===== src/hw/rtl/lattice_word_checksum_engine_assert.svh =====
// assertion macros used by lwc_core of the checksum engine rtl
// no dependencies; expects clk and rst_n in the including module
`ifndef LATTICE_WORD_CHECKSUM_ENGINE_ASSERT_SVH
`define LATTICE_WORD_CHECKSUM_ENGINE_ASSERT_SVH

// same-cycle implication, checked outside reset
`define LWC_ASSERT_NOW(label, ante, cons) \
    label: assert property (@(posedge clk) disable iff (!rst_n) (ante) |-> (cons)) \
        else $error("checksum engine assertion failed");

// next-cycle implication, checked outside reset
`define LWC_ASSERT_NEXT(label, ante, cons) \
    label: assert property (@(posedge clk) disable iff (!rst_n) (ante) |=> (cons)) \
        else $error("checksum engine assertion failed");

`endif


===== src/hw/rtl/lwc_pkg.sv =====
// shared types, constants and functions of the lattice word checksum engine
// no dependencies
`default_nettype none

package lwc_pkg;

    localparam int unsigned ADDR_W    = 3;
    localparam int unsigned DATA_W    = 64;
    localparam int unsigned SUM_W     = 32;
    localparam int unsigned POS_W     = 5;

    localparam logic [POS_W-1:0] POS29_LAST = 5'd28;
    localparam logic [POS_W-1:0] POS31_LAST = 5'd30;

    localparam logic [31:0] CRC_POLY = 32'hEDB8_8320;
    localparam logic [31:0] CRC_INIT = 32'hFFFF_FFFF;

    // register index, taken from paddr[2]
    localparam logic REG_SINGLE = 1'b0;
    localparam logic REG_BIG    = 1'b1;

    typedef struct packed {
        logic single_precision;
        logic big_endian_output;
    } cfg_t;

    // first member sits in the top bits, so sum_check lands at bit 0
    typedef struct packed {
        logic [SUM_W-1:0] crc31_check;
        logic [SUM_W-1:0] crc29_check;
        logic [SUM_W-1:0] rot31_check;
        logic [SUM_W-1:0] rot29_check;
        logic [SUM_W-1:0] sum_check;
    } sums_t;

    function automatic logic [31:0] rotl32(input logic [31:0] v, input logic [POS_W-1:0] r);
        logic [63:0] d;
        d = {v, v} << r;
        return d[63:32];
    endfunction

    function automatic logic [POS_W-1:0] pos_next(input logic [POS_W-1:0] p,
                                                  input logic [POS_W-1:0] last);
        return (p == last) ? '0 : p + 5'd1;
    endfunction

    function automatic logic [31:0] fold_word(input logic [DATA_W-1:0] w, input logic single);
        return single ? w[31:0] : w[31:0] + w[63:32];
    endfunction

    // bytes in the order they enter the crc, first byte lowest
    function automatic logic [DATA_W-1:0] order_bytes(input logic [DATA_W-1:0] w,
                                                      input logic single,
                                                      input logic big);
        logic [DATA_W-1:0] m;
        int i;
        m = '0;
        for (i = 0; i < 8; i++)
        begin
            if (!big)
                m[8*i +: 8] = w[8*i +: 8];
            else if (!single)
                m[8*i +: 8] = w[8*(7-i) +: 8];
            else if (i < 4)
                m[8*i +: 8] = w[8*(3-i) +: 8];
        end
        return m;
    endfunction

    // reflected crc-32 over four or eight bytes, unrolled
    function automatic logic [31:0] crc_bytes(input logic [31:0] crc,
                                              input logic [DATA_W-1:0] m,
                                              input logic single);
        logic [31:0] c;
        int b;
        int k;
        c = crc;
        for (b = 0; b < 8; b++)
        begin
            if (b < 4 || !single)
            begin
                c = c ^ {24'h0, m[8*b +: 8]};
                for (k = 0; k < 8; k++)
                    c = c[0] ? ((c >> 1) ^ CRC_POLY) : (c >> 1);
            end
        end
        return c;
    endfunction

endpackage

`default_nettype wire


===== src/hw/rtl/lattice_word_checksum_engine.sv =====
// lattice word checksum engine: a beat is registered in the input stage, then its result in the accumulators
// throughput one word per cycle while m_tready drains the result; the crc and rotations of a word are combinational
// the accumulators themselves are the result register, so a stalled result holds them
// rst_n (asynchronous, active low) clears checksums, positions and configuration,
// sets the site crc to all ones and empties both stages
// depends on lwc_pkg, lwc_regs and lwc_core
`default_nettype none

module lattice_word_checksum_engine
(
    input  wire logic                        clk,
    input  wire logic                        rst_n,
    // apb configuration port
    input  wire logic                        psel,
    input  wire logic                        penable,
    input  wire logic                        pwrite,
    input  wire logic [lwc_pkg::ADDR_W-1:0]  paddr,
    input  wire logic [31:0]                 pwdata,
    output logic      [31:0]                 prdata,
    output logic                             pready,
    // word stream in
    input  wire logic                        s_tvalid,
    output logic                             s_tready,
    input  wire logic [lwc_pkg::DATA_W-1:0]  s_tdata,   // [63:0] data_word
    input  wire logic                        s_tuser,   // [0] start_lattice
    input  wire logic                        s_tlast,   // last_of_site
    // checksum stream out
    output logic                             m_tvalid,
    input  wire logic                        m_tready,
    output logic [5*lwc_pkg::SUM_W-1:0]      m_tdata    // sum, rot29, rot31, crc29, crc31
);

    lwc_pkg::cfg_t              cfg;
    lwc_pkg::sums_t             sums;

    // input stage
    logic                       in_valid_reg, in_valid_next;
    logic [lwc_pkg::DATA_W-1:0] in_data_reg;
    logic                       in_start_reg;
    logic                       in_last_reg;

    // result stage valid; the payload is the accumulator set in the core
    logic                       out_valid_reg, out_valid_next;

    logic                       advance;
    logic                       take;

    lwc_regs u_regs
    (
        .clk     (clk),
        .rst_n   (rst_n),
        .psel    (psel),
        .penable (penable),
        .pwrite  (pwrite),
        .paddr   (paddr),
        .pwdata  (pwdata),
        .prdata  (prdata),
        .pready  (pready),
        .cfg     (cfg)
    );

    // the held word moves on when the result slot is empty or being drained
    assign advance  = in_valid_reg && (!out_valid_reg || m_tready);
    assign s_tready = !in_valid_reg || advance;
    assign take     = s_tvalid && s_tready;

    always_comb
    begin
        in_valid_next = in_valid_reg;
        if (take)
            in_valid_next = 1'b1;
        else if (advance)
            in_valid_next = 1'b0;
    end

    always_comb
    begin
        out_valid_next = out_valid_reg;
        if (advance)
            out_valid_next = 1'b1;
        else if (m_tready)
            out_valid_next = 1'b0;
    end

    always_ff @(posedge clk or negedge rst_n)
    begin
        if (!rst_n)
        begin
            in_valid_reg  <= 1'b0;
            out_valid_reg <= 1'b0;
        end
        else
        begin
            in_valid_reg  <= in_valid_next;
            out_valid_reg <= out_valid_next;
        end
    end

    // payload of the input stage, loaded on every accepted beat
    always_ff @(posedge clk)
    begin
        if (take)
        begin
            in_data_reg  <= s_tdata;
            in_start_reg <= s_tuser;
            in_last_reg  <= s_tlast;
        end
    end

    lwc_core u_core
    (
        .clk           (clk),
        .rst_n         (rst_n),
        .step          (advance),
        .data_word     (in_data_reg),
        .start_lattice (in_start_reg),
        .last_of_site  (in_last_reg),
        .cfg           (cfg),
        .sums          (sums)
    );

    assign m_tvalid = out_valid_reg;
    assign m_tdata  = sums;

endmodule

`default_nettype wire


===== src/hw/rtl/lwc_regs.sv =====
// apb configuration registers of the checksum engine
// depends on lwc_pkg
`default_nettype none

module lwc_regs
(
    input  wire logic                        clk,
    input  wire logic                        rst_n,
    input  wire logic                        psel,
    input  wire logic                        penable,
    input  wire logic                        pwrite,
    input  wire logic [lwc_pkg::ADDR_W-1:0]  paddr,
    input  wire logic [31:0]                 pwdata,
    output logic      [31:0]                 prdata,
    output logic                             pready,
    output lwc_pkg::cfg_t                    cfg
);

    lwc_pkg::cfg_t cfg_reg;
    lwc_pkg::cfg_t cfg_next;
    logic          wr_en;
    logic          rd_bit;

    assign pready = 1'b1;
    assign wr_en  = psel && penable && pwrite;

    always_comb
    begin
        cfg_next = cfg_reg;
        if (wr_en)
        begin
            unique case (paddr[2])
                lwc_pkg::REG_SINGLE: cfg_next.single_precision  = pwdata[0];
                lwc_pkg::REG_BIG:    cfg_next.big_endian_output = pwdata[0];
                default:             cfg_next = cfg_reg;
            endcase
        end
    end

    always_comb
    begin
        unique case (paddr[2])
            lwc_pkg::REG_SINGLE: rd_bit = cfg_reg.single_precision;
            lwc_pkg::REG_BIG:    rd_bit = cfg_reg.big_endian_output;
            default:             rd_bit = 1'b0;
        endcase
    end

    assign prdata = {31'h0, rd_bit};
    assign cfg    = cfg_reg;

    always_ff @(posedge clk or negedge rst_n)
    begin
        if (!rst_n)
            cfg_reg <= '0;
        else
            cfg_reg <= cfg_next;
    end

endmodule

`default_nettype wire


===== src/hw/rtl/lwc_core.sv =====
// checksum state and single-pass update logic of the checksum engine
// depends on lwc_pkg and lattice_word_checksum_engine_assert.svh
`default_nettype none
`include "lattice_word_checksum_engine_assert.svh"

module lwc_core
(
    input  wire logic                        clk,
    input  wire logic                        rst_n,
    input  wire logic                        step,
    input  wire logic [lwc_pkg::DATA_W-1:0]  data_word,
    input  wire logic                        start_lattice,
    input  wire logic                        last_of_site,
    input  wire lwc_pkg::cfg_t               cfg,
    output lwc_pkg::sums_t                   sums
);

    lwc_pkg::sums_t             acc_reg, acc_next, acc_base;
    logic [lwc_pkg::POS_W-1:0]  wpos29_reg, wpos29_next, wpos29_base;
    logic [lwc_pkg::POS_W-1:0]  wpos31_reg, wpos31_next, wpos31_base;
    logic [lwc_pkg::POS_W-1:0]  spos29_reg, spos29_next, spos29_base;
    logic [lwc_pkg::POS_W-1:0]  spos31_reg, spos31_next, spos31_base;
    logic [31:0]                crc_reg, crc_next, crc_base, crc_upd, crc_out;
    logic [31:0]                folded;
    logic [lwc_pkg::DATA_W-1:0] msg;

    // start flag clears checksums and positions and sets the site crc to all ones before the word is taken in
    always_comb
    begin
        if (start_lattice)
        begin
            acc_base    = '0;
            wpos29_base = '0;
            wpos31_base = '0;
            spos29_base = '0;
            spos31_base = '0;
            crc_base    = lwc_pkg::CRC_INIT;
        end
        else
        begin
            acc_base    = acc_reg;
            wpos29_base = wpos29_reg;
            wpos31_base = wpos31_reg;
            spos29_base = spos29_reg;
            spos31_base = spos31_reg;
            crc_base    = crc_reg;
        end
    end

    assign folded  = lwc_pkg::fold_word(data_word, cfg.single_precision);
    assign msg     = lwc_pkg::order_bytes(data_word, cfg.single_precision,
                                          cfg.big_endian_output);
    assign crc_upd = lwc_pkg::crc_bytes(crc_base, msg, cfg.single_precision);
    assign crc_out = ~crc_upd;

    always_comb
    begin
        acc_next    = acc_reg;
        wpos29_next = wpos29_reg;
        wpos31_next = wpos31_reg;
        spos29_next = spos29_reg;
        spos31_next = spos31_reg;
        crc_next    = crc_reg;
        if (step)
        begin
            acc_next.sum_check   = acc_base.sum_check + folded;
            acc_next.rot29_check = acc_base.rot29_check ^ lwc_pkg::rotl32(folded, wpos29_base);
            acc_next.rot31_check = acc_base.rot31_check ^ lwc_pkg::rotl32(folded, wpos31_base);
            wpos29_next = lwc_pkg::pos_next(wpos29_base, lwc_pkg::POS29_LAST);
            wpos31_next = lwc_pkg::pos_next(wpos31_base, lwc_pkg::POS31_LAST);
            acc_next.crc29_check = acc_base.crc29_check;
            acc_next.crc31_check = acc_base.crc31_check;
            crc_next    = crc_upd;
            spos29_next = spos29_base;
            spos31_next = spos31_base;
            if (last_of_site)
            begin
                acc_next.crc29_check = acc_base.crc29_check ^
                                       lwc_pkg::rotl32(crc_out, spos29_base);
                acc_next.crc31_check = acc_base.crc31_check ^
                                       lwc_pkg::rotl32(crc_out, spos31_base);
                spos29_next = lwc_pkg::pos_next(spos29_base, lwc_pkg::POS29_LAST);
                spos31_next = lwc_pkg::pos_next(spos31_base, lwc_pkg::POS31_LAST);
                crc_next    = lwc_pkg::CRC_INIT;
            end
        end
    end

    assign sums = acc_reg;

    always_ff @(posedge clk or negedge rst_n)
    begin
        if (!rst_n)
        begin
            acc_reg    <= '0;
            wpos29_reg <= '0;
            wpos31_reg <= '0;
            spos29_reg <= '0;
            spos31_reg <= '0;
            crc_reg    <= lwc_pkg::CRC_INIT;
        end
        else
        begin
            acc_reg    <= acc_next;
            wpos29_reg <= wpos29_next;
            wpos31_reg <= wpos31_next;
            spos29_reg <= spos29_next;
            spos31_reg <= spos31_next;
            crc_reg    <= crc_next;
        end
    end

    `LWC_ASSERT_NOW(a_wpos_range, 1'b1, (wpos29_reg <= lwc_pkg::POS29_LAST) && (wpos31_reg <= lwc_pkg::POS31_LAST))
    `LWC_ASSERT_NOW(a_spos_range, 1'b1, (spos29_reg <= lwc_pkg::POS29_LAST) && (spos31_reg <= lwc_pkg::POS31_LAST))
    `LWC_ASSERT_NEXT(a_site_close, step && last_of_site, crc_reg == lwc_pkg::CRC_INIT)
    `LWC_ASSERT_NEXT(a_start_pos, step && start_lattice, (wpos29_reg == 5'd1) && (wpos31_reg == 5'd1))
    `LWC_ASSERT_NEXT(a_idle_hold, !step, $stable(acc_reg) && $stable(crc_reg))

endmodule

`default_nettype wire

===== config.mk =====
export PLATFORM = sky130hd
export DESIGN_NAME = lattice_word_checksum_engine
export DESIGN_NICKNAME = d
export VERILOG_FILES = /design/src/hw/rtl/lwc_pkg.sv /design/src/hw/rtl/lattice_word_checksum_engine.sv /design/src/hw/rtl/lwc_regs.sv /design/src/hw/rtl/lwc_core.sv
export VERILOG_INCLUDE_DIRS = /design/src /design/src/hw/rtl
export SDC_FILE = /design/constraint.sdc
export NUM_CORES = 2
export LEC_CHECK = 0
export BUFFER_PORTS_ARGS = -buffer_cell sky130_fd_sc_hd__buf_4
export CAP_MARGIN = 5
export CELL_PAD_IN_SITES_DETAIL_PLACEMENT = 1
export CELL_PAD_IN_SITES_GLOBAL_PLACEMENT = 2
export CORE_MARGIN = 5
export CORE_UTILIZATION = 38
export CTS_CLUSTER_SIZE = 12
export DETAILED_ROUTE_END_ITERATION = 10
export MAX_ROUTING_LAYER = met4
export PLACE_DENSITY_LB_ADDON = 0.1
export SETUP_SLACK_MARGIN = 0.02
export SYNTH_ARGS = -nofsm -noshare
export SYNTH_HDL_FRONTEND = slang
export SYNTH_SLANG_ARGS = --single-unit

===== constraint.sdc =====
create_clock -name clk -period 12.3 [get_ports clk]
set_input_delay 0 -clock clk [delete_from_list [all_inputs] [get_ports clk]]
set_output_delay 0 -clock clk [all_outputs]
set_load 0.03 [all_outputs]

==> metrics.md <==
| Metric | Value |
|---|---|
| R2R depth | 31 |
| First-pass GRT wire length | between 150,000 and 200,000 um |
| Initial Utilization | 0.3840 |
| Crit start category | flip-flop |
| Worst-margin pin slew | between 1 and 1.5 ns |
| # DRC | 0 |
| GRT Resource Usage Total | 0.2777 |
| Total routed wirelength | 131,800 um |
| Distinct cells, synth | between 100 and 150 |
| Synth top area share | 0.1376 |
| Post-CTS resize count | 0 |
| Post-layout nets | 4,299 |
| Chip height | 306.8 um |
| # Post-CTS Setup Buffers | 0 |
| Root Driver | clkbuf_16 |
| Final worst path period need | between 10 and 15 ns |
| Detailed-route wire length per cell | ~25 um |
| CP most frequent cell | xnor3_1 |
| Slew margin rel. | 0.1533 |
| Seq cells post-synth | 282 |
| Hold Fails Final Rpt | 0 |
| Post-CTS Hold Fix Bufs | 75 |
| Initial antenna violation count | 3 |
| Post-Syn Area | approximately 33,000 um^2 |
| Launching point of the worst reg2reg path | u_regs.cfg[1]$_DFFE_PN0P_ |
| Commonest register cell after synthesis | dfrtp_1 |
| Clk sinks | approximately 280 |
| Slew Viols, Final | 0 |
| Compound-Gate Fraction of Synth Area | 0.1813 |
| Num rows | approximately 110 |
| Pre-antenna DRT Iters | 5 |
| Crit end category | flip-flop |
| CP max-delay cell | dfrtp_4 |
| Syn_area_per_cell | 8.532 um^2 |
| Max reg flops | 160 |
| Largest family of logic cells by synthesized area | XOR/XNOR gates |
| FF+latch area | about 7400 um^2 |
| Vias/cell | 5.632 |
| Gpl congestion | between 0.9 and 1 |
| Critical Path RT | approximately 13 ns |
| RSZ-0062 raised after global routing | false |
| Htree depth | 2 |
| Ports | slightly above 300 |
| Post-route ant nets | 0 |
| Sequential element share of the synthesized area | 0.2219 |
| Crit path DAT | ~12 ns |
| Die Wd | slightly above 300 um |
| Die ar. | 94,120 um^2 |
| Worst hold path class | input pin to async pin |
| Finish-stage setup viols | 0 |
| Area leader, netlist | dfrtp_1 |
| EDFF count, synth | 66 |
| Reg clk slew, reported paths | approximately 0.06 ns |
| Port Buffers | about 240 |
| Layout cell share with drive strength beyond 1 | 0.1635 |
| Worst Clk Skew | roughly 0.037 ns |
| Top cells by area, synth | dfrtp_1 (14%), xnor2_1 (9.9%), xnor3_1 (6.6%), edfxtp_1 (5.9%), mux2i_1 (5.8%) |
| Max_cap viols | 0 |
| Achievable Freq | roughly 88 MHz |
| CTS tree | done |
| Outcome | complete, no violations |
| Synth Area in Adders | 0.02736 |
| Critical R2R Capture | u_core.sums[149]$_DFFE_PN0P_ |
| Clk_lat worst skew | roughly 0.6 ns |
| Period utilization | 0.9282 |
| Largest net degree at the start of global routing | 95 |
| Area delta synth->final | 14.83% |
| Cell count after placement | just over 5,000 |
| Number of fill cells | about 10,000 |
| DR vias | 29,880 |
| Crit path kind | flip-flop to flip-flop |
| Synthesis warning total | 0 |
| Vias in the first global route | between 20,000 and 30,000 |
| Simple-gate share of the synthesized area | 0.1564 |
| Core area | slightly below 90,000 um^2 |
| Area occupied by multi-input gates | ~25,000 um^2 |
| R2R Setup Slk | about 0.88 ns |
| Slowest stage delay, CP | ~0.83 ns |
| Post-route insts no fill | 5,305 |
| Setup TNS | 0 ns |
| Iteration-0 DRC Markers | ~2,400 |
| Worst Path Max Fanout | between 40 and 50 |
| Post-Syn Instances | roughly 3,900 |
| Async SR Flop Fraction | 0.7660 |
| Total congestion overflow | 0 |
| Fraction of synthesized area in multiplexers | 0.1132 |
| Area share of xor/xnor cells in the synthesized design | 0.2488 |
| CTS Buf Count | 39 |
| DP HPWL | between 90,000 and 100,000 um |
| Clk buf depth | 3 |
==> stage by stage <==
stage / utilization / hold slack (ns) / area, um^2 / setup WS [ns]
after floorplan: - / -0.2956 / 33580 / 2.800
after global placement: 0.4173 / 0.09541 / 36370 / 1.051
after detailed placement: 0.4173 / 0.1052 / 36370 / 0.9358
after CTS: 0.4409 / 0.05006 / 38430 / 0.9023
after global routing: 0.4409 / 0.08381 / 38430 / 0.3938
final: 0.4410 / 0.002788 / 38430 / 0.8826
==> how the worst max path moves through the flow <==
stage                                   start                            to  slack (ns)  cells past startpoint
CTS                 u_regs.cfg[1]$_DFFE_PN0P_  u_core.sums[118]$_DFFE_PN0P_        0.90                     31
global route        u_regs.cfg[1]$_DFFE_PN0P_  u_core.sums[102]$_DFFE_PN0P_        0.39                     31
global placement    u_regs.cfg[1]$_DFFE_PN0P_  u_core.sums[149]$_DFFE_PN0P_        1.05                     31
floorplan           u_regs.cfg[1]$_DFFE_PN0P_  u_core.sums[118]$_DFFE_PN0P_        2.80                     30
finish              u_regs.cfg[1]$_DFFE_PN0P_  u_core.sums[149]$_DFFE_PN0P_        0.88                     31
detailed placement  u_regs.cfg[1]$_DFFE_PN0P_  u_core.sums[118]$_DFFE_PN0P_        0.94                     31
==> synthesized netlist by cell type (22+ instances only) <==
library cell  instances
a31oi_1              60
dfstp_2              32
a21oi_1             294
a211oi_1             57
xor2_1              154
clkbuf_1            204
dfrtp_1             184
nor2_1              415
nand3_1              69
o21a_1               25
edfxtp_1             66
nand2_1             472
mux2_2               64
buf_1                31
inv_1                90
o21ai_1              39
mux2i_1             194
buf_2                23
o21ai_0             190
buf_4                34
mux4_2               42
xnor2_1             379
nor3_1               59
nand2b_1             22
nor2b_1              78
o21bai_1             50
xnor3_1              98
ha_1                 70
o211ai_1             39
==> logic make-up (layout without fill, tap and decap cells) <==
logic type	count (synthesis)	in the layout
buffers and inverters	393	588
xor gates and xnor gates	697	697
and+or+nand+nor	1207	1207
DFF	282	282
muxes	309	309
AOI/OAI and AO/OA	961	961
other	2	34
adders and majority gates	72	72
==> per-layer routing <==
layer  wire length (um)  vias to the layer above  track usage
li1                   -                    14180            -
met1              63520                    14840       0.4004
met2              58640                      745       0.4251
met3               6923                      111      0.03441
met4               2726                        0      0.05226
met5                  0                        -            -
==> cells in the final DEF (no fill, tap or decap), types with 16 or more instances in the layout <==
cell type	synthesis	routed
xnor2_2	16	16
ha_1	70	70
clkbuf_16	0	41
dlygate4sd3_1	0	75
o21ai_0	190	188
o21bai_1	50	50
and3_1	17	17
edfxtp_1	66	66
a31oi_1	60	60
mux2_2	64	64
a211oi_1	57	57
nor3_1	59	58
mux2i_1	194	194
o31ai_1	20	20
nor2b_1	78	73
o221ai_1	16	16
conb_1	2	32
nand2b_1	22	22
nor2_1	415	414
o21ai_1	39	41
xor2_1	154	154
a21oi_1	294	293
xnor3_2	17	17
nand2_1	472	470
o21a_1	25	25
xnor2_1	379	379
inv_1	90	88
o22ai_1	20	20
o211ai_1	39	39
buf_4	34	350
dfrtp_1	184	181
dfstp_2	32	32
mux4_2	42	42
nand3_1	69	69
xnor3_1	98	98
==> layout make-up <==
type                            instances  area share
Multi-Input combinational cell       3278      0.6376
Sequential cell                       282      0.1935
Timing Repair Buffer                  426     0.08829
Tap cell                             1155     0.03760
Clock buffer                           54     0.02979
Inverter                               92    0.008985
Clock inverter                         16    0.004167
Antenna cell                            2   0.0001302
==> worst max-delay path: cells and delay by family, from the launching register on <==
kind,cells,cell delay (ns)
AND/OR/NAND/NOR,5,1.36
multiplexers,4,1.35
buffers and inverters,2,0.50
flip-flops,1,0.83
AO/OA/AOI/OAI,5,1.46
XOR/XNOR,15,5.78
Power is left out: the tool's default activity adds up to more than one toggle a clock period on the data nets, which glitch-free logic cannot reach.
